--- src/rtl/meb_pkg.sv ---
// shared types, constants and the palette for the escape-time pixel block
// no dependencies
package meb_pkg;

    localparam int MAX_DIM   = 4096;
    localparam int FRAC_BITS = 28;
    localparam int Q_W       = 32;
    localparam int P_W       = 2 * Q_W;
    localparam int DIM_W     = 13;
    localparam int COORD_W   = 12;
    localparam int IT_W      = 16;
    localparam int NUM_W     = 15;
    localparam int DIV_W     = NUM_W + FRAC_BITS;
    localparam int CNT_W     = 6;
    localparam int IDX_NUM_W = 21;

    localparam logic [Q_W-1:0] ONE_Q  = Q_W'(64'd1 << FRAC_BITS);
    localparam logic [Q_W-1:0] OFF_RE = Q_W'(((64'd21 << FRAC_BITS) + 64'd5) / 64'd10);
    localparam logic [P_W-1:0] ESC_THR = P_W'(64'd1 << (2 * FRAC_BITS + 2));
    localparam logic [CNT_W-1:0] LAST_STEP = CNT_W'(DIV_W - 1);

    localparam logic [1:0] REG_WIDTH  = 2'd0;
    localparam logic [1:0] REG_HEIGHT = 2'd1;
    localparam logic [1:0] REG_LIMIT  = 2'd2;

    typedef struct packed {
        logic [DIM_W-1:0] width;
        logic [DIM_W-1:0] height;
        logic [IT_W-1:0]  limit;
    } cfg_t;

    typedef struct packed {
        logic signed [Q_W-1:0] cr;
        logic signed [Q_W-1:0] ci;
    } point_t;

    typedef enum logic [1:0] {
        F_IDLE,
        F_DIV,
        F_PUSH
    } front_state_t;

    typedef enum logic [2:0] {
        B_IDLE,
        B_MUL,
        B_UPD,
        B_IDX,
        B_OUT
    } back_state_t;

    function automatic logic [6:0] palette(input logic [3:0] idx);
        logic [6:0] c;
        case (idx)
            4'd0:    c = 7'd40;
            4'd1:    c = 7'd104;
            4'd2:    c = 7'd44;
            4'd3:    c = 7'd46;
            4'd4:    c = 7'd106;
            4'd5:    c = 7'd45;
            4'd6:    c = 7'd105;
            4'd7:    c = 7'd42;
            4'd8:    c = 7'd102;
            4'd9:    c = 7'd41;
            4'd10:   c = 7'd43;
            4'd11:   c = 7'd103;
            4'd12:   c = 7'd100;
            4'd13:   c = 7'd107;
            4'd14:   c = 7'd47;
            default: c = 7'd40;
        endcase
        return c;
    endfunction

endpackage

--- src/rtl/meb_queue.sv ---
// two-entry queue of mapped points between front and back
// depends on meb_pkg
module meb_queue (
    input  logic            clk,
    input  logic            rst_n,
    input  logic            push,
    input  meb_pkg::point_t push_data,
    output logic            full,
    input  logic            pop,
    output logic            empty,
    output meb_pkg::point_t pop_data
);
    import meb_pkg::*;

    point_t     mem_reg [2];
    logic       wr_reg, rd_reg;
    logic [1:0] count_reg;

    assign full     = count_reg == 2'd2;
    assign empty    = count_reg == 2'd0;
    assign pop_data = mem_reg[rd_reg];

    always_ff @(posedge clk or negedge rst_n)
    begin
        if (!rst_n)
        begin
            wr_reg    <= 1'b0;
            rd_reg    <= 1'b0;
            count_reg <= '0;
        end
        else
        begin
            if (push)
                wr_reg <= ~wr_reg;
            if (pop)
                rd_reg <= ~rd_reg;
            if (push && !pop)
                count_reg <= count_reg + 1'b1;
            else if (pop && !push)
                count_reg <= count_reg - 1'b1;
        end
    end

    always_ff @(posedge clk)
    begin
        if (push)
            mem_reg[wr_reg] <= push_data;
    end

endmodule

--- config.mk ---
export PLATFORM = sky130hd
export DESIGN_NAME = meb_queue
export DESIGN_NICKNAME = d
export VERILOG_FILES = /design/src/rtl/meb_pkg.sv /design/src/rtl/meb_queue.sv
export SDC_FILE = /design/constraint.sdc
export NUM_CORES = 1
export LEC_CHECK = 0
export BUFFER_PORTS_ARGS = -buffer_cell sky130_fd_sc_hd__buf_4
export CAP_MARGIN = 15
export CELL_PAD_IN_SITES_DETAIL_PLACEMENT = 0
export CELL_PAD_IN_SITES_GLOBAL_PLACEMENT = 1
export CORE_UTILIZATION = 35
export CTS_CLUSTER_DIAMETER = 150
export CTS_CLUSTER_SIZE = 40
export DETAILED_ROUTE_END_ITERATION = 8
export PLACE_DENSITY_LB_ADDON = 0.1
export SLEW_MARGIN = 5
export SYNTH_ARGS = -nofsm -noshare
export SYNTH_HDL_FRONTEND = slang
export SYNTH_SLANG_ARGS = --single-unit
--- constraint.sdc ---
create_clock -name clk -period 3.55 [get_ports clk]
set_clock_uncertainty 0.15 [all_clocks]
set_input_delay 1.065 -clock clk [delete_from_list [all_inputs] [get_ports clk]]
set_output_delay 1.065 -clock clk [all_outputs]
set_load 0.005 [all_outputs]
==> impl_metrics.ini, run 1 <==
[layout]
final_common_cell = buf_4
fillers = 1176
nets = 434
layout.area.seq_sq_mm = 0.00395
synthToLayoutAreaGrowth_pct = 37.2
multi_input_area_sq_mm = 0.00100
n_antenna_cell = 0
layout_common_cells = buf_4 (136), edfxtp_1 (128), mux2_4 (50)
layout-drive-gt1-share = 0.624
largest_reg_flops = 128

[timing]
tns_ns = 0
tightest_slew_ns = 0.506
hold_violations = 0
holdWs_ns = 0.292
fmax_ghz = 0.317
slew_headroom = 0.663
setup_viol = 0
min_period_ns = 3.16
fin_crit_sh = 0.889
slew_viol_final = 0
rsz0062_at_grt = no

[critical_path]
r2r_start = wr_reg$_DFFE_PN0P_
r2r_cells = 2
cp_max_fo = 31
worstPathArrival_ns = 1.94
path_class = register to output port
rr_endpoint = mem_reg[1][51]$_DFFE_PP_
critPathRequiredTime_ns = 2.33
worst_setup_path_start_kind = register
endpoint_kind = output port
r2r_setup_slack_ns = 1.90

[clock_tree]
cts_setup_buffers = 0
cts_tree = yes
cts_hold_buffers = 0
cts-root-buf = clkbuf_16
clockBufferDepth = 2
path_clk_slew_ns = 0.05
cts_max_level = 4
clock-sinks = 132
numCtsBuffers = 17
worstSkewPairLatency_ns = 0.41
cts_resized = 0

[yosys]
yosys.area_share.simple = 0.00524
seq_area_frac_synth = 0.787
synth_top_family_by_area = multiplexers
ys_ff_latch = 132
ys_types = 13
synthMuxAreaShare = 0.181
synth_fa_ha_area_frac = 0.00250
synth_area_sq_mm = 0.00501
syn_avg_cell_area_sq_um = 23.3
netlist_instances = 215
synthesis.nets = 284
yosys_warnings = 0
synth_xor_area_frac = 0.00874
synth_compound_area_frac = 0

[global_route]
antenna_found_initial = 0
grt_pass1_wl_um = 12700
grt_pass1_vias = 2538
grt_max_degree = 37
gr-total-overflow = 0
grt.total_usage = 0.122

[hold_path]
min_path_type = input pin to async pin

[drt]
ant_nets = 0
vias_per_cell = 4.41
drcViolationCount = 0
drt_iter0_drc = 100
wire_per_inst_um = 15.4
drt_wl_total_um = 8590
vias = 2459
dr.pass1.iters = 4

[pwr]
p_sw_w = 0.00136
seqPwrFrac = 0.394
p_int_w = 0.00427
power_leakage_nw = 2.74
p_clk_frac = 0.330
p_per_area_mw_per_mm2 = 819
ir_worst_vdd_mv = 0.466
sw_frac_of_total = 0.242
combinationalPowerShare = 0.276

[place]
place.gp.congestion = 0.633
dp_hpwl_um = 5510
io_buffers = 133

[outcome]
status = completed

[die]
coreArea_sq_mm = 0.0139
initial_core_util = 0.360
die_area_sq_mm = 0.0148
die_width_um = 122
boundaryPins = 134
rows = 43
die_y_um = 122

[job]
maxCapViolations = 0
==> layer usage <==
layer	share of wire	track usage	vias up
met2	0.49	0.197	93
met5	0	0	-
met1	0.39	0.126	1209
met3	0.10	0.0627	12
li1	-	-	1145
met4	0.019	0.0718	0
==> how the worst max path moves through the flow <==
stage | end | depth (start not counted) | slack (ns) | startpoint
after global routing | pop_data[57] | 3 | 0.30 | rd_reg$_DFFE_PN0P_
final | pop_data[58] | 3 | 0.39 | rd_reg$_DFFE_PN0P_
after CTS | pop_data[57] | 3 | 0.33 | rd_reg$_DFFE_PN0P_
after detailed placement | pop_data[57] | 3 | 0.78 | rd_reg$_DFFE_PN0P_
after global placement | pop_data[58] | 3 | 0.80 | rd_reg$_DFFE_PN0P_
after floorplan | mem_reg[0][0]$_DFFE_PP_ | 1 | 0.22 | push
==> Yosys cell counts <==
| cell type | count | area [sq um] |
|---|---|---|
| and2_1 | 1 | 6.26 |
| dfrtp_1 | 4 | 100 |
| nor2_1 | 2 | 7.51 |
| ha_1 | 1 | 12.5 |
| buf_6 | 6 | 67.6 |
| inv_1 | 1 | 3.75 |
| mux2_2 | 14 | 158 |
| xor2_1 | 4 | 35.0 |
| buf_2 | 1 | 5.00 |
| mux2_4 | 50 | 751 |
| xnor2_1 | 1 | 8.76 |
| nor2b_1 | 2 | 12.5 |
| edfxtp_1 | 128 | 3840 |
==> metrics by stage <==
step,power [W],instances,util,instance area (sq um),setup slack [ns]
2_1_floorplan,0.00314,215,-,5010,0.224
3_3_place_gp,0.00384,526,0.448,6240,0.797
3_5_place_dp,0.00385,526,0.448,6240,0.781
4_1_cts,0.00573,558,0.493,6880,0.328
5_1_grt,0.00589,558,0.493,6880,0.296
6_report,0.00563,558,0.493,6880,0.393
==> cells by family (layout without fill, tap and decap cells) <==
kind of cell  count (synthesis)  count (layout)
flops                       132             132
mux                          64              64
buf+inv                       8             171
xor+xnor                      5               5
simple gates                  5               5
fa+ha+maj                     1               1
==> layout make-up <==
cell class                      instances  share of cell area
Sequential cell                       132               0.574
Timing Repair Buffer                  138               0.154
Multi-Input combinational cell         75               0.146
Clock buffer                           17              0.0619
Tap cell                              180              0.0328
Clock inverter                         15              0.0309
Inverter                                1            0.000546
==> power by group through the flow <==
stage	clock network [W]	logic, W	registers [W]
after global placement	0	0.00159	0.00225
after detailed placement	0	0.00159	0.00226
after global routing	0.00196	0.00168	0.00225
after floorplan	0	0.000962	0.00218
after CTS	0.00190	0.00160	0.00223
final	0.00186	0.00155	0.00222
==> worst max-delay path: stages, from the launching register on <==
cell and delay (ns):
dfrtp_4 0.69, buf_12 0.31, mux2_2 0.37, buf_4 0.13
Power figures use the tool's default switching activity.
==> run 2: changes to the inputs <==
--- a/config.mk
+++ b/config.mk
@@ -12,3 +12,2 @@
 export CORE_UTILIZATION = 35
-export CTS_CLUSTER_DIAMETER = 150
 export CTS_CLUSTER_SIZE = 40
==> constraint.sdc (replaced) <==
create_clock -name clk -period 3.7 [get_ports clk]
set_clock_uncertainty 0.15 [all_clocks]
set_input_delay 0.37 -clock clk [delete_from_list [all_inputs] [get_ports clk]]
set_output_delay 0.37 -clock clk [all_outputs]
set_load 0.005 [all_outputs]
==> impl_metrics.ini, run 2 (synthesized netlist as in run 1, its figures left out) <==
[clock_tree]
cts_max_level = 4
path_clk_slew_ns = 0.05
clock-sinks = 132
cts-root-buf = clkbuf_16
cts_tree = yes
numCtsBuffers = 17
clockBufferDepth = 2
worstSkewPairLatency_ns = 0.41
cts_resized = 0

[drt]
route.met3.wl_um = 744
ant_nets = 0
drt_wl_total_um = 9060
vias_per_cell = 4.30
vias = 2671
drcViolationCount = 0
wire_per_inst_um = 14.6
maxUsedRoutingLayer = met4
dr_wl_met2_um = 4420
drt_iter0_drc = 126
wl_met1_um = 3730
dr.pass1.iters = 4

[die]
rows = 43
boundaryPins = 134
coreArea_sq_mm = 0.0139
initial_core_util = 0.360
die_width_um = 122
die_y_um = 122
die_area_sq_mm = 0.0148

[timing]
slew_viol_final = 0
setup_viol = 0
min_period_ns = 2.65
tightest_slew_ns = 0.917
slew_headroom = 0.389
tns_ns = 0
fmax_ghz = 0.378
rsz0062_at_grt = no
fin_crit_sh = 0.715
hold_violations = 0

[critical_path]
critPathRequiredTime_ns = 3.18
worst_setup_path_start_kind = register
cp_slowest_cell = dfrtp_4
path_class = register to output port
worstPathArrival_ns = 2.13
cpPeakStageDelay_ns = 0.83
path_cells = buf_12 -> mux2_2 -> buf_4
critPathBufInv = 2
path_delay_family = flip-flops
endpoint_kind = output port
cp_max_fo = 34

[pwr]
ir_worst_vdd_mv = 0.446
finalPower_w = 0.00506
power_leakage_nw = 2.94
p_per_area_mw_per_mm2 = 687

[job]
maxCapViolations = 0

[global_route]
grt_max_degree = 65
grt.total_usage = 0.133
grt_pass1_vias = 2795
grt_pass1_wl_um = 13900
gr-total-overflow = 0
antenna_found_initial = 0

[place]
dp_hpwl_um = 5230
io_buffers = 133
place.gp.congestion = 0.629

[layout]
layout_common_cells = buf_4 (134), edfxtp_1 (128), dlygate4sd3_1 (66)
finish.utilization = 0.529
layout-drive-gt1-share = 0.510
n_antenna_cell = 0
synthToLayoutAreaGrowth_pct = 47.0
largest_reg_flops = 128
final_common_cell = buf_4
nets = 498

[hold_path]
min_path_type = input pin to register

[outcome]
status = completed
-- run 2: path summary, 6_finish.rpt --
kind	start	end	slack (ns)	depth (start not counted)
max in group asynchronous	rst_n	rd_reg$_DFFE_PN0P_	3.14	2
worst max register to register	wr_reg$_DFFE_PN0P_	mem_reg[1][19]$_DFFE_PP_	1.94	1
worst min register to register	count_reg[1]$_DFFE_PN0P_	count_reg[1]$_DFFE_PN0P_	0.33	1
min in group asynchronous	rst_n	rd_reg$_DFFE_PN0P_	0.15	2
worst max-delay path	rd_reg$_DFFE_PN0P_	pop_data[52]	1.05	3
worst min-delay path	push	wr_reg$_DFFE_PN0P_	0.03	2
-- run 2: stage by stage --
stage | hold slack, ns | area, sq um | std cells | worst slack (ns)
5_1_grt | 0.0134 | 7370 | 621 | 0.937
6_report | 0.0340 | 7370 | 621 | 1.05
4_1_cts | 0.00485 | 7370 | 621 | 0.980
2_1_floorplan | -0.0756 | 5010 | 215 | 1.05
3_3_place_gp | 0.0217 | 6220 | 524 | 1.46
3_5_place_dp | 0.0198 | 6220 | 524 | 1.44
-- run 2: routing by layer --
metal  GRT usage  vias up
met5           0        -
met1       0.146     1286
met3      0.0651       12
li1            -     1274
met2       0.212       99
met4      0.0725        0
-- run 2: power by group --
group	switching [W]	total [W]	leakage, nW	internal [W]
Combinational	0.000551	0.00151	1.46	0.000957
Clock	0.000553	0.00139	0.241	0.000832
Sequential	0.000174	0.00217	1.25	0.00199
-- run 2: cell type report --
type | count | area [sq um]
multi-input combinational | 75 | 1000
clock inverter | 9 | 40.0
inverter | 1 | 3.75
tap | 180 | 225
sequential | 132 | 3950
clock buffer | 22 | 444
fill | 1137 | 6570
timing repair buffer | 202 | 1710
-- run 2: timing repair --
item | CTS | global route
buffers inserted | 0 | 0
hold buffers | 66 | 0
hold endpoints to repair | 133 | 0
