## src/rtl/meb_pkg.sv

```systemverilog
// shared types, constants and the palette for the escape-time pixel block
// no dependencies
package meb_pkg;

    localparam int MAX_DIM   = 4096;
    localparam int FRAC_BITS = 28;
    localparam int Q_W       = 32;
    localparam int P_W       = 2 * Q_W;
    localparam int DIM_W     = 13;
    localparam int COORD_W   = 12;
    localparam int IT_W      = 16;
    localparam int NUM_W     = 15;
    localparam int DIV_W     = NUM_W + FRAC_BITS;
    localparam int CNT_W     = 6;
    localparam int IDX_NUM_W = 21;

    localparam logic [Q_W-1:0] ONE_Q  = Q_W'(64'd1 << FRAC_BITS);
    localparam logic [Q_W-1:0] OFF_RE = Q_W'(((64'd21 << FRAC_BITS) + 64'd5) / 64'd10);
    localparam logic [P_W-1:0] ESC_THR = P_W'(64'd1 << (2 * FRAC_BITS + 2));
    localparam logic [CNT_W-1:0] LAST_STEP = CNT_W'(DIV_W - 1);

    localparam logic [1:0] REG_WIDTH  = 2'd0;
    localparam logic [1:0] REG_HEIGHT = 2'd1;
    localparam logic [1:0] REG_LIMIT  = 2'd2;

    typedef struct packed {
        logic [DIM_W-1:0] width;
        logic [DIM_W-1:0] height;
        logic [IT_W-1:0]  limit;
    } cfg_t;

    typedef struct packed {
        logic signed [Q_W-1:0] cr;
        logic signed [Q_W-1:0] ci;
    } point_t;

    typedef enum logic [1:0] {
        F_IDLE,
        F_DIV,
        F_PUSH
    } front_state_t;

    typedef enum logic [2:0] {
        B_IDLE,
        B_MUL,
        B_UPD,
        B_IDX,
        B_OUT
    } back_state_t;

    function automatic logic [6:0] palette(input logic [3:0] idx);
        logic [6:0] c;
        case (idx)
            4'd0:    c = 7'd40;
            4'd1:    c = 7'd104;
            4'd2:    c = 7'd44;
            4'd3:    c = 7'd46;
            4'd4:    c = 7'd106;
            4'd5:    c = 7'd45;
            4'd6:    c = 7'd105;
            4'd7:    c = 7'd42;
            4'd8:    c = 7'd102;
            4'd9:    c = 7'd41;
            4'd10:   c = 7'd43;
            4'd11:   c = 7'd103;
            4'd12:   c = 7'd100;
            4'd13:   c = 7'd107;
            4'd14:   c = 7'd47;
            default: c = 7'd40;
        endcase
        return c;
    endfunction

endpackage

```

## src/rtl/meb_front.sv

```systemverilog
// front end: takes a pixel word, clamps it and maps it to the point c
// by two bit-serial divisions; depends on meb_pkg
module meb_front (
    input  logic            clk,
    input  logic            rst_n,
    input  meb_pkg::cfg_t   cfg,
    input  logic            in_valid,
    output logic            in_ready,
    input  logic [11:0]     in_x,
    input  logic [11:0]     in_y,
    output logic            push,
    input  logic            full,
    output meb_pkg::point_t push_data
);
    import meb_pkg::*;

    front_state_t state_reg, state_next;
    logic [CNT_W-1:0] cnt_reg;

    logic [DIV_W-1:0]   nr_reg, ni_reg;
    logic [DIM_W:0]     dr_reg;
    logic [DIM_W-1:0]   di_reg;
    logic [DIM_W:0]     rr_reg;
    logic [DIM_W-1:0]   ri_reg;
    logic [Q_W-1:0]     qr_reg, qi_reg;

    logic [COORD_W-1:0] pxc, pyc;
    logic [DIM_W+1:0]   tr;
    logic [DIM_W:0]     ti;
    logic               br, bi;

    always_comb
    begin
        pxc = in_x;
        pyc = in_y;
        if ({1'b0, in_x} >= cfg.width)
            pxc = COORD_W'(cfg.width - 1'b1);
        if ({1'b0, in_y} >= cfg.height)
            pyc = COORD_W'(cfg.height - 1'b1);
    end

    always_comb
    begin
        tr = {rr_reg, nr_reg[DIV_W-1]};
        ti = {ri_reg, ni_reg[DIV_W-1]};
        br = tr >= {1'b0, dr_reg};
        bi = ti >= {1'b0, di_reg};
    end

    always_comb
    begin
        state_next = state_reg;
        case (state_reg)
            F_IDLE:  if (in_valid) state_next = F_DIV;
            F_DIV:   if (cnt_reg == LAST_STEP) state_next = F_PUSH;
            F_PUSH:  if (!full) state_next = F_IDLE;
            default: state_next = F_IDLE;
        endcase
    end

    always_comb
    begin
        in_ready     = state_reg == F_IDLE;
        push         = (state_reg == F_PUSH) && !full;
        push_data.cr = $signed(qr_reg - OFF_RE);
        push_data.ci = $signed(qi_reg - ONE_Q);
    end

    always_ff @(posedge clk or negedge rst_n)
    begin
        if (!rst_n)
        begin
            state_reg <= F_IDLE;
            cnt_reg   <= '0;
        end
        else
        begin
            state_reg <= state_next;
            if (state_reg == F_DIV)
                cnt_reg <= cnt_reg + 1'b1;
            else
                cnt_reg <= '0;
        end
    end

    always_ff @(posedge clk)
    begin
        if (state_reg == F_IDLE)
        begin
            nr_reg <= {NUM_W'({3'b0, pxc} * 15'd7), FRAC_BITS'(0)};
            ni_reg <= {NUM_W'({pyc, 1'b0}), FRAC_BITS'(0)};
            dr_reg <= {cfg.width, 1'b0};
            di_reg <= cfg.height;
            rr_reg <= '0;
            ri_reg <= '0;
            qr_reg <= '0;
            qi_reg <= '0;
        end
        else if (state_reg == F_DIV)
        begin
            nr_reg <= {nr_reg[DIV_W-2:0], 1'b0};
            ni_reg <= {ni_reg[DIV_W-2:0], 1'b0};
            rr_reg <= br ? (DIM_W+1)'(tr - {1'b0, dr_reg}) : (DIM_W+1)'(tr);
            ri_reg <= bi ? DIM_W'(ti - {1'b0, di_reg}) : DIM_W'(ti);
            qr_reg <= {qr_reg[Q_W-2:0], br};
            qi_reg <= {qi_reg[Q_W-2:0], bi};
        end
    end

endmodule

```

## config.mk

```make
export PLATFORM = sky130hd
export DESIGN_NAME = meb_front
export DESIGN_NICKNAME = d
export VERILOG_FILES = /design/src/rtl/meb_pkg.sv /design/src/rtl/meb_front.sv
export SDC_FILE = /design/constraint.sdc
export NUM_CORES = 1
export LEC_CHECK = 0
export ABC_AREA = 0
export BUFFER_PORTS_ARGS = -buffer_cell sky130_fd_sc_hd__buf_2
export CORE_MARGIN = 2
export CORE_UTILIZATION = 55
export CTS_BUF_LIST = sky130_fd_sc_hd__clkbuf_8
export CTS_CLUSTER_SIZE = 20
export DETAILED_ROUTE_END_ITERATION = 7
export PLACE_DENSITY = 0.77
export SYNTH_ARGS = -nofsm -noshare
export SYNTH_HDL_FRONTEND = slang
export SYNTH_SLANG_ARGS = --single-unit
export TNS_END_PERCENT = 20
```

## constraint.sdc

```tcl
create_clock -name clk -period 4.65 [get_ports clk]
set_clock_uncertainty 0.15 [all_clocks]
set_input_delay 0 -clock clk [delete_from_list [all_inputs] [get_ports clk]]
set_output_delay 0 -clock clk [all_outputs]
set_load 0.005 [all_outputs]
```

==> results.txt, run 1 <==
result of the run = completed
portion of the post-synthesis area used by sequential elements = 0.353
type of element capturing the critical path = flip-flop
data arrival time of the critical path = 4.53 ns
highest clock frequency the design can meet = 227 MHz
number of enable-type register cells in the synthesized netlist = 53
Post-Syn Nets = 1365
Avg Cell Area, Syn = 8.55 um2
area delta synth->final = 13.2%
type of origin of the critical path = primary input
fillcell total = 1577
Worst Tran Pin Value = 1.08 ns
half-perimeter wire length after detailed placement = 15.5 mm
CTS Buffer Depth = 2
number of storage elements in the synthesis netlist = 154
fraction of the core area covered by cells at the end of the flow = 0.631
number of distinct library cells after synthesis = 84
Mapped Area = 0.0104 mm2
most common flop cell mapped by yosys = sky130_fd_sc_hd__dfxtp_1
vias per cell = 5.49
number of instances in the synthesized netlist = 1211
share of final-layout standard cells stronger than drive strength 1 = 0.147
Static Leakage = 5.12 nW
Routed WL per cell = 14.0 um
category of the critical setup timing path = in2reg
worst reg-to-reg path cell count = 8
leading cell type in the layout, fill and taps excluded = sky130_fd_sc_hd__nand2_1
# port buffers = 119
number of rows in the core area = 50
sum of overflow across all layers after global routing = 0
Overall Power = 7.12 mW
Critical Path Fanout Max = 26
Core Region = 0.0186 mm2
H-tree lvl count = 4
DP Cell Count = 1487
GR Util All Layers = 0.222
via count = 8599
number of non-filler instances in the completed layout = 1565
CP required = 4.78 ns
clock tree from TritonCTS = done
DRC violation total after the first TritonRoute iteration = 423
ports placed on the boundary = 136
starting utilization of the core area = 0.557
wire length of the first global-routing pass = 36.9 mm
RSZ-0062 raised after global routing = true
total clock buffers created by CTS = 17
number of instances on the worst hold path = 5
maximum ir drop on the vdd rail = 0.000240 V
Async S/R FF share, synth = 0.0519
worst rel slew slack = 0.283
placer congestion estimate = 0.880
Design Area, Final = 0.0117 mm2
via count of the first global-routing pass = 8012
Hold/Removal Path Class = in2reg
final worst-path cycle share = 0.947
clock latency on the worst-skew pair = 0.46 ns
die area = 0.0199 mm2
placement-stage cell area = 0.0108 mm2
Power Density = 607 mW/mm2
most frequent cells in the layout = sky130_fd_sc_hd__nand2_1 (224), sky130_fd_sc_hd__buf_2 (119), sky130_fd_sc_hd__o21ai_0 (110), sky130_fd_sc_hd__dfxtp_1 (93), sky130_fd_sc_hd__inv_1 (82)
antenna violations before repair = 0
largest net degree at the start of global routing = 135
final number of setup-violating endpoints = 0
number of antenna diodes = 0
maxcap violations = 0
minimum clock period after layout = 4.40 ns
number of nets with antenna violations after routing = 0
final hold viol count = 0
Sink Count = 154
Remaining DRCs = 0
DRT Wirelength = 22.0 mm
Root Buffer = sky130_fd_sc_hd__clkbuf_8
yosys warns = 0
die extent in x = 141 um
Max Slew Vio Count = 0
Post-layout nets = 1472
1st-pass router iterations = 5
die span in y = 141 um
clock-pin slew on the worst setup and hold paths = 0.10 ns
[what timing repair did]
action | in CTS | in global routing
setup buffers | 0 | 2
gates resized for setup | 0 | 4
setup endpoints to repair | 0 | 6
endpoints found under the hold margin | 50 | 0
hold buffers | 44 | 0
[power breakdown]
group          internal [mW]  switching (mW)
clock                  0.414           0.618
sequential              2.01           0.493
combinational           1.66            1.92
total                   4.08            3.04
[per-stage QoR]
step                setup slack, ns  hold WS (ns)  TNS, ns
floorplan                     0.656        -0.446        0
global placement              0.234        -0.299        0
detailed placement           0.0889        -0.296        0
CTS                          0.0222        0.0336        0
global route                -0.0234        0.0717  -0.0234
finish                        0.246        0.0653        0
[worst max-delay path: stages]
cell	delay (ns)
sky130_fd_sc_hd__dlygate4sd3_1	0.53
sky130_fd_sc_hd__buf_2	0.13
sky130_fd_sc_hd__inv_1	0.07
sky130_fd_sc_hd__ha_1	0.22
sky130_fd_sc_hd__nand2b_1	0.14
sky130_fd_sc_hd__a21oi_1	0.18
sky130_fd_sc_hd__o21ai_1	0.12
sky130_fd_sc_hd__a221oi_2	0.36
sky130_fd_sc_hd__o21ai_4	0.14
sky130_fd_sc_hd__buf_8	0.22
sky130_fd_sc_hd__mux2_2	0.29
sky130_fd_sc_hd__ha_1	0.23
sky130_fd_sc_hd__a311oi_2	0.20
sky130_fd_sc_hd__mux2i_1	0.13
sky130_fd_sc_hd__ha_1	0.22
sky130_fd_sc_hd__or2_1	0.25
sky130_fd_sc_hd__or3_1	0.35
sky130_fd_sc_hd__o2111ai_2	0.22
sky130_fd_sc_hd__a21oi_1	0.11
sky130_fd_sc_hd__o21a_1	0.18
sky130_fd_sc_hd__o31ai_1	0.22
[final cells by class]
class / instances / area [um2] / area share
flip-flops and latches: 154 / 3660 / 0.312
well taps: 234 / 293 / 0.0250
multi-input cells: 890 / 5950 / 0.508
repair buffers: 171 / 1100 / 0.0942
clock inverters: 15 / 166 / 0.0142
inverters: 84 / 315 / 0.0269
clock buffers: 17 / 234 / 0.0200
[layer usage]
layer  global-route usage  up-vias  wire length (um)
met5                    0        -                 0
met4               0.0689        0               336
met3               0.0319       31               862
met2                0.367      205             10300
met1                0.303     3935             10500
li1                     -     4428                 -
[worst paths after layout]
kind | startpoint | to | slack [ns]
setup / recovery | in_x[0] | nr_reg[41] | 0.25
hold / removal | cfg[29] | nr_reg[29] | 0.07
setup reg to reg | dr_reg[1] | rr_reg[1] | 1.73
hold reg to reg | ni_reg[41] | ni_reg[41] | 0.32
max in group asynchronous | rst_n | state_reg[0] | 3.62
min in group asynchronous | rst_n | state_reg[1] | 0.42
[Yosys cell counts, drive strengths merged (11+ instances only)]
library cell  count  area (um2)
o31ai            13         111
o21ai           117         586
nor2             53         209
xor2             32         280
a21oi            49         253
o211ai           14         110
inv              82         308
ha               77         963
nor3             24         125
a21o             11        82.6
nand3            20         100
nand2           226         853
xnor2            56         498
clkbuf           31         116
dfxtp            93        1860
edfxtp           53        1590
nand4            16         100
buf              52         347
mux2i            36         360
[kinds of logic (layout without fill, tap and decap cells)]
kind of cell	count (synthesis)	count (layout)	synth area share
and+or+nand+nor	401	401	0.177
AOI/OAI and AO/OA	274	274	0.171
buffers and inverters	167	287	0.0751
DFF	154	154	0.353
xor gates and xnor gates	88	88	0.0751
adders and majority gates	84	84	0.107
muxes	43	43	0.0424
Note: power is estimated with default switching activity, not from simulation.
==> inputs of run 2 (changes only) <==
CORE_MARGIN = 5   (was 2)
PLACE_DENSITY = default   (was 0.77)
PLACE_DENSITY_LB_ADDON = 0.2   (was default)
==> run 2 against run 1 <==
  * Die area up 8.7%
  * Cell area about the same
  * Maximum frequency decreased by 0.12%
  * Power grew 0.25%
  * Sequential power barely moved
  * Hold slack improved by 0.061 ns
  * Combinational power about the same
  * Critical path type unchanged
  * Non-clock buffer count shrank 1
  * Largest power group unchanged
  * Critical endpoint unchanged
==> results.txt, run 2 (synthesized netlist as in run 1, its figures left out) <==
vias per cell = 5.49 (about the same)
final worst-path cycle share = 0.948 (was 0.947)
number of instances on the worst hold path = 2 (was 5)
placer congestion estimate = 0.869 (was 0.880)
Max Slew Vio Count = 0 (unchanged)
fillcell total = 1584 (was 1577)
cell class contributing the biggest share of worst-path delay = compound AO/OA/AOI/OAI gates (unchanged)
DP Cell Count = 1488 (was 1487)
worst rel slew slack = 0.229 (was 0.283)
CP Buf/Inv Count = 3 (was 4)
Psw = 3.05 mW (was 3.04 mW)
leading cell type in the layout, fill and taps excluded = sky130_fd_sc_hd__nand2_1 (unchanged)
clock latency on the worst-skew pair = 0.46 ns (about the same)
H-tree lvl count = 4 (unchanged)
switching part of the total power = 0.428 (was 0.426)
sum of overflow across all layers after global routing = 0 (unchanged)
share of final-layout standard cells stronger than drive strength 1 = 0.146 (was 0.147)
Sink Count = 154 (unchanged)
CP required = 4.79 ns (was 4.78 ns)
clock tree from TritonCTS = done (unchanged)
DRC violation total after the first TritonRoute iteration = 458 (was 423)
maxcap violations = 0 (unchanged)
final hold viol count = 0 (unchanged)
Critical path origin = cfg[29] (was in_x[0])
Routed WL per cell = 14.3 um (was 14.0 um)
ports placed on the boundary = 136 (unchanged)
Worst Setup Slack post-DPL = 0.157 ns (was 0.0889 ns)
sequential share of power = 0.350 (was 0.351)
number of antenna diodes = 0 (unchanged)
number of rows in the core area = 50 (unchanged)
reg-to-reg critical path startpoint = dr_reg[1] (unchanged)
number of setup buffers added after CTS = 0 (unchanged)
DRT Wirelength = 22.4 mm (was 22.0 mm)
Most Frequent Cell on Critical Path = sky130_fd_sc_hd__ha_1 (unchanged)
FF-to-FF setup slack = 1.61 ns (was 1.73 ns)
GR Util All Layers = 0.206 (was 0.222)
number of non-filler instances in the completed layout = 1564 (was 1565)
cell with the largest stage delay on the worst path = sky130_fd_sc_hd__dlygate4sd3_1 (unchanged)
Setup crit end = nr_reg[41] (unchanged)
1st-pass router iterations = 5 (unchanged)
most frequent cells in the layout = sky130_fd_sc_hd__nand2_1 (224), sky130_fd_sc_hd__buf_2 (119), sky130_fd_sc_hd__o21ai_0 (109), sky130_fd_sc_hd__dfxtp_1 (93), sky130_fd_sc_hd__inv_1 (82) (was sky130_fd_sc_hd__nand2_1 (224), sky130_fd_sc_hd__buf_2 (119), sky130_fd_sc_hd__o21ai_0 (110), sky130_fd_sc_hd__dfxtp_1 (93), sky130_fd_sc_hd__inv_1 (82))
data arrival time of the critical path = 4.55 ns (was 4.53 ns)
area delta synth->final = 13.1% (was 13.2%)
Worst Tran Pin Value = 1.16 ns (was 1.08 ns)
result of the run = completed (unchanged)
largest net degree at the start of global routing = 143 (was 135)
RSZ-0062 raised after global routing = true (unchanged)
Static Leakage = 5.12 nW (about the same)
smallest hold slack = 0.126 ns (was 0.0653 ns)
Remaining DRCs = 0 (unchanged)
Overall Power = 7.14 mW (was 7.12 mW)
combinational share of power = 0.505 (was 0.504)
minimum clock period after layout = 4.41 ns (was 4.40 ns)
depth of the critical timing path with buffers and inverters included = 20 (was 21)
highest clock frequency the design can meet = 227 MHz (about the same)
Core Region = 0.0186 mm2 (about the same)
CTS Buffer Depth = 2 (unchanged)
type of origin of the critical path = primary input (unchanged)
Power Density = 609 mW/mm2 (was 607 mW/mm2)
antenna violations before repair = 0 (unchanged)
Hold/Removal Path Class = in2reg (unchanged)
Critical Path, Cell by Cell = dlygate4sd3_1 -> buf_2 -> ha_1 -> nand2b_1 -> a21oi_1 -> o21ai_1 -> a221oi_2 -> o21ai_4 -> buf_6 -> mux2_2 -> ha_1 -> a311oi_1 -> mux2i_1 -> ha_1 -> or2_1 -> or3_1 -> o2111ai_2 -> a21oi_1 -> o21a_1 -> o31ai_1 (was dlygate4sd3_1 -> buf_2 -> inv_1 -> ha_1 -> nand2b_1 -> a21oi_1 -> o21ai_1 -> a221oi_2 -> o21ai_4 -> buf_8 -> mux2_2 -> ha_1 -> a311oi_2 -> mux2i_1 -> ha_1 -> or2_1 -> or3_1 -> o2111ai_2 -> a21oi_1 -> o21a_1 -> o31ai_1)
maximum ir drop on the vdd rail = 0.000228 V (was 0.000240 V)
number of nets with antenna violations after routing = 0 (unchanged)
half-perimeter wire length after detailed placement = 15.9 mm (was 15.5 mm)
final critical-path setup slack = 0.241 ns (was 0.246 ns)
Critical Path Fanout Max = 28 (was 26)
type of element capturing the critical path = flip-flop (unchanged)
Root Buffer = sky130_fd_sc_hd__clkbuf_8 (unchanged)
die area = 0.0217 mm2 (was 0.0199 mm2)
starting utilization of the core area = 0.556 (was 0.557)
via count of the first global-routing pass = 8191 (was 8012)
fraction of the core area covered by cells at the end of the flow = 0.628 (was 0.631)
Internal Pwr Total = 4.08 mW (about the same)
wire length of the first global-routing pass = 38.0 mm (was 36.9 mm)
category of the critical setup timing path = in2reg (unchanged)
worst reg-to-reg path cell count = 8 (unchanged)
die extent in x = 147 um (was 141 um)
clock-pin slew on the worst setup and hold paths = 0.10 ns (about the same)
proportion of power drawn by the clock network = 0.145 (about the same)
capturing point of the worst reg2reg path = rr_reg[1] (unchanged)
delay of the slowest cell on the worst path = 0.53 ns (about the same)
total clock buffers created by CTS = 17 (unchanged)
die span in y = 147 um (was 141 um)
Post-layout nets = 1471 (was 1472)
via count = 8587 (was 8599)
final number of setup-violating endpoints = 0 (unchanged)
# port buffers = 119 (unchanged)
==> run 2: power by group through the flow <==
stage               combinational, mW  clock, mW  sequential (mW)
global placement                 3.49          0             2.51
CTS                              3.62       1.07             2.50
floorplan                        2.89          0             2.35
detailed placement               3.58          0             2.53
global route                     4.09       1.12             2.58
finish                           3.61       1.03             2.50
==> run 2: cell type report <==
cell class / count / area [um2] / area share
Clock buffer: 17 / 234 / 0.0200
Clock inverter: 15 / 175 / 0.0150
Inverter: 84 / 315 / 0.0269
Multi-Input combinational cell: 890 / 5950 / 0.508
Sequential cell: 154 / 3660 / 0.312
Tap cell: 234 / 293 / 0.0250
Timing Repair Buffer: 170 / 1090 / 0.0932
==> run 2: worst min path at each step <==
stage                        from         end
final                     cfg[40]  dr_reg[12]
after global routing      cfg[40]  dr_reg[12]
after CTS                 cfg[40]  dr_reg[12]
after detailed placement    rst_n  cnt_reg[2]
after global placement      rst_n  cnt_reg[2]
after floorplan             rst_n  cnt_reg[0]
==> run 2: through the flow <==
stage / setup TNS (ns) / cell area [um2]
finish: 0 / 11700
floorplan: 0 / 10400
global route: -0.00601 / 11700
CTS: 0 / 11700
global placement: 0 / 10900
detailed placement: 0 / 10900
==> run 2: metal layers <==
metal / up-vias / wire [um] / global-route usage
li1: 4409 / - / -
met4: 0 / 347 / 0.0564
met1: 3925 / 10500 / 0.272
met2: 219 / 10400 / 0.347
met5: - / 0 / 0
met3: 34 / 1160 / 0.0416
==> run 2: what timing repair did <==
item	CTS	global route
endpoints found under the hold margin	50	0
hold buffers	44	0
setup endpoints to repair	0	7
gates resized for setup	0	4
==> inputs of run 3 (changes only) <==
CTS_BUF_LIST = default   (was sky130_fd_sc_hd__clkbuf_8)
==> run 3 against run 2 <==
  * Power grew 5.5%
  * Sequential power is essentially flat
  * Combinational power barely moved
  * Cell area is 1.7% higher
  * Largest cell class unchanged
==> results.txt, run 3 (synthesized netlist as in run 1, its figures left out) <==
TNS Setup = 0 ns (unchanged)
area delta synth->final = 15.0% (was 13.1%)
hold path endpoint = nr_reg[29] (was dr_reg[12])
die extent in x = 147 um (unchanged)
number of instances on the worst hold path = 5 (was 2)
cell class contributing the biggest share of worst-path delay = compound AO/OA/AOI/OAI gates (unchanged)
Hold/Removal Path Class = in2reg (unchanged)
maxcap violations = 0 (unchanged)
H-tree lvl count = 4 (unchanged)
number of rows in the core area = 50 (unchanged)
total clock buffers created by CTS = 17 (unchanged)
cell with the largest stage delay on the worst path = sky130_fd_sc_hd__dlygate4sd3_1 (unchanged)
final hold viol count = 0 (unchanged)
capturing point of the worst reg2reg path = rr_reg[1] (unchanged)
Remaining DRCs = 0 (unchanged)
wire length of the first global-routing pass = 38.7 mm (was 38.0 mm)
number of antenna diodes = 0 (unchanged)
vias per cell = 5.53 (was 5.49)
Critical Path Fanout Max = 28 (unchanged)
Worst Tran Pin Value = 1.17 ns (was 1.16 ns)
via count = 8640 (was 8587)
clock latency on the worst-skew pair = 0.43 ns (was 0.46 ns)
smallest hold slack = 0.0371 ns (was 0.126 ns)
Core Region = 0.0186 mm2 (unchanged)
Critical Path, Cell by Cell = dlygate4sd3_1 -> buf_2 -> ha_1 -> nand2b_1 -> a21oi_1 -> o21ai_1 -> a221oi_2 -> o21ai_4 -> buf_12 -> mux2_2 -> ha_1 -> a311oi_1 -> mux2i_1 -> ha_1 -> or2_1 -> or3_1 -> o2111ai_2 -> a21oi_1 -> o21a_1 -> o31ai_1 (was dlygate4sd3_1 -> buf_2 -> ha_1 -> nand2b_1 -> a21oi_1 -> o21ai_1 -> a221oi_2 -> o21ai_4 -> buf_6 -> mux2_2 -> ha_1 -> a311oi_1 -> mux2i_1 -> ha_1 -> or2_1 -> or3_1 -> o2111ai_2 -> a21oi_1 -> o21a_1 -> o31ai_1)
sum of overflow across all layers after global routing = 0 (unchanged)
number of setup buffers added after CTS = 0 (unchanged)
result of the run = completed (unchanged)
RSZ-0062 raised after global routing = false (was true)
number of nets with antenna violations after routing = 0 (unchanged)
delay of the slowest cell on the worst path = 0.53 ns (about the same)
# port buffers = 119 (unchanged)
highest clock frequency the design can meet = 228 MHz (was 227 MHz)
DRT Wirelength = 22.7 mm (was 22.4 mm)
share of final-layout standard cells stronger than drive strength 1 = 0.147 (was 0.146)
1st-pass router iterations = 5 (unchanged)
die area = 0.0217 mm2 (unchanged)
FF-to-FF setup slack = 1.64 ns (was 1.61 ns)
Sink Count = 154 (unchanged)
reg-to-reg critical path startpoint = dr_reg[1] (unchanged)
CTS Buffer Depth = 2 (unchanged)
die span in y = 147 um (unchanged)
minimum clock period after layout = 4.39 ns (was 4.41 ns)
placer congestion estimate = 0.869 (unchanged)
half-perimeter wire length after detailed placement = 15.9 mm (unchanged)
data arrival time of the critical path = 4.50 ns (was 4.55 ns)
Root Buffer = sky130_fd_sc_hd__clkbuf_16 (was sky130_fd_sc_hd__clkbuf_8)
DP Cell Count = 1488 (unchanged)
CP Buf/Inv Count = 3 (unchanged)
final critical-path setup slack = 0.258 ns (was 0.241 ns)
Static Leakage = 5.21 nW (was 5.12 nW)
most frequent cells in the layout = sky130_fd_sc_hd__nand2_1 (224), sky130_fd_sc_hd__buf_2 (119), sky130_fd_sc_hd__o21ai_0 (109), sky130_fd_sc_hd__dfxtp_1 (93), sky130_fd_sc_hd__inv_1 (82) (unchanged)
via count of the first global-routing pass = 8263 (was 8191)
Worst Setup Slack post-DPL = 0.157 ns (unchanged)
starting utilization of the core area = 0.556 (unchanged)
CP required = 4.76 ns (was 4.79 ns)
type of element capturing the critical path = flip-flop (unchanged)
GR Util All Layers = 0.210 (was 0.206)
maximum ir drop on the vdd rail = 0.000322 V (was 0.000228 V)
Hold Startpoint = in_x[1] (was cfg[40])
worst rel slew slack = 0.221 (was 0.229)
Max Slew Vio Count = 0 (unchanged)
final worst-path cycle share = 0.945 (was 0.948)
category of the critical setup timing path = in2reg (unchanged)
clock-pin slew on the worst setup and hold paths = 0.07 ns (was 0.10 ns)
largest net degree at the start of global routing = 143 (unchanged)
leading cell type in the layout, fill and taps excluded = sky130_fd_sc_hd__nand2_1 (unchanged)
DRC violation total after the first TritonRoute iteration = 416 (was 458)
final number of setup-violating endpoints = 0 (unchanged)
antenna violations before repair = 0 (unchanged)
ports placed on the boundary = 136 (unchanged)
number of non-filler instances in the completed layout = 1563 (was 1564)
type of origin of the critical path = primary input (unchanged)
Most Frequent Cell on Critical Path = sky130_fd_sc_hd__ha_1 (unchanged)
fraction of the core area covered by cells at the end of the flow = 0.639 (was 0.628)
Routed WL per cell = 14.5 um (was 14.3 um)
Post-layout nets = 1470 (was 1471)
worst reg-to-reg path cell count = 8 (unchanged)
Power Density = 632 mW/mm2 (was 609 mW/mm2)
clock tree from TritonCTS = done (unchanged)
## run 3: changes by cell type in the layout (fill, tap and decap cells not counted)
cell	change
sky130_fd_sc_hd__a21oi_1	-1
sky130_fd_sc_hd__dlygate4sd3_1	-1
sky130_fd_sc_hd__clkbuf_8	-17
sky130_fd_sc_hd__a21oi_2	+1
sky130_fd_sc_hd__buf_12	+1
sky130_fd_sc_hd__clkbuf_16	+17
sky130_fd_sc_hd__buf_6	-1
## run 3: per-stage QoR
step,power [mW],cell area (um2)
CTS,7.57,11900
finish,7.53,11900
floorplan,5.24,10400
global route,8.19,11900
global placement,6.01,10900
detailed placement,6.11,10900
## run 3: final cells by class
cell class / count / area, um2
flip-flops and latches: 154 / 3660
clock buffers: 17 / 425
repair buffers: 169 / 1090
multi-input cells: 890 / 5950
fillers: 1565 / 6730
well taps: 234 / 293
clock inverters: 15 / 175
inverters: 84 / 315
## run 3: how the worst max path moves through the flow
| stage | startpoint | endpoint | slack (ns) | cells after the start |
|---|---|---|---|---|
| 6_report | cfg[29] | nr_reg[41] | 0.26 | 20 |
| 5_1_grt | cfg[32] | nr_reg[41] | 0.002 | 20 |
| 4_1_cts | cfg[29] | nr_reg[41] | 0.1 | 20 |
| 3_5_place_dp | cfg[32] | nr_reg[41] | 0.16 | 19 |
| 3_3_place_gp | cfg[32] | nr_reg[41] | 0.25 | 19 |
| 2_1_floorplan | cfg[32] | nr_reg[38] | 0.66 | 18 |
## run 3: per-layer routing
metal | global-route usage | up-vias | part of all wire
li1 | - | 4414 | -
met1 | 0.278 | 3988 | 0.46
met2 | 0.352 | 209 | 0.47
met3 | 0.0413 | 29 | 0.048
met4 | 0.0606 | 0 | 0.016
met5 | 0 | - | 0
## run 3: repair_timing
| action | CTS | global route |
|---|---|---|
| hold buffers | 43 | 0 |
| setup endpoints to repair | 0 | 7 |
| endpoints found under the hold margin | 49 | 0 |
| resized for setup | 0 | 7 |
## run 3: worst reg2reg max path: cells and delay by family (launching register included)
family,cells,cell delay [ns]
AOI/OAI and AO/OA,3,0.97
and+or+nand+nor,3,0.69
adders and majority gates,2,0.63
DFF,1,0.44
## run 3: power by group
group          internal, mW  switching, mW  leakage [nW]
clock network         0.727          0.669         0.289
registers              2.01          0.494          1.43
logic                  1.67           1.97          3.49
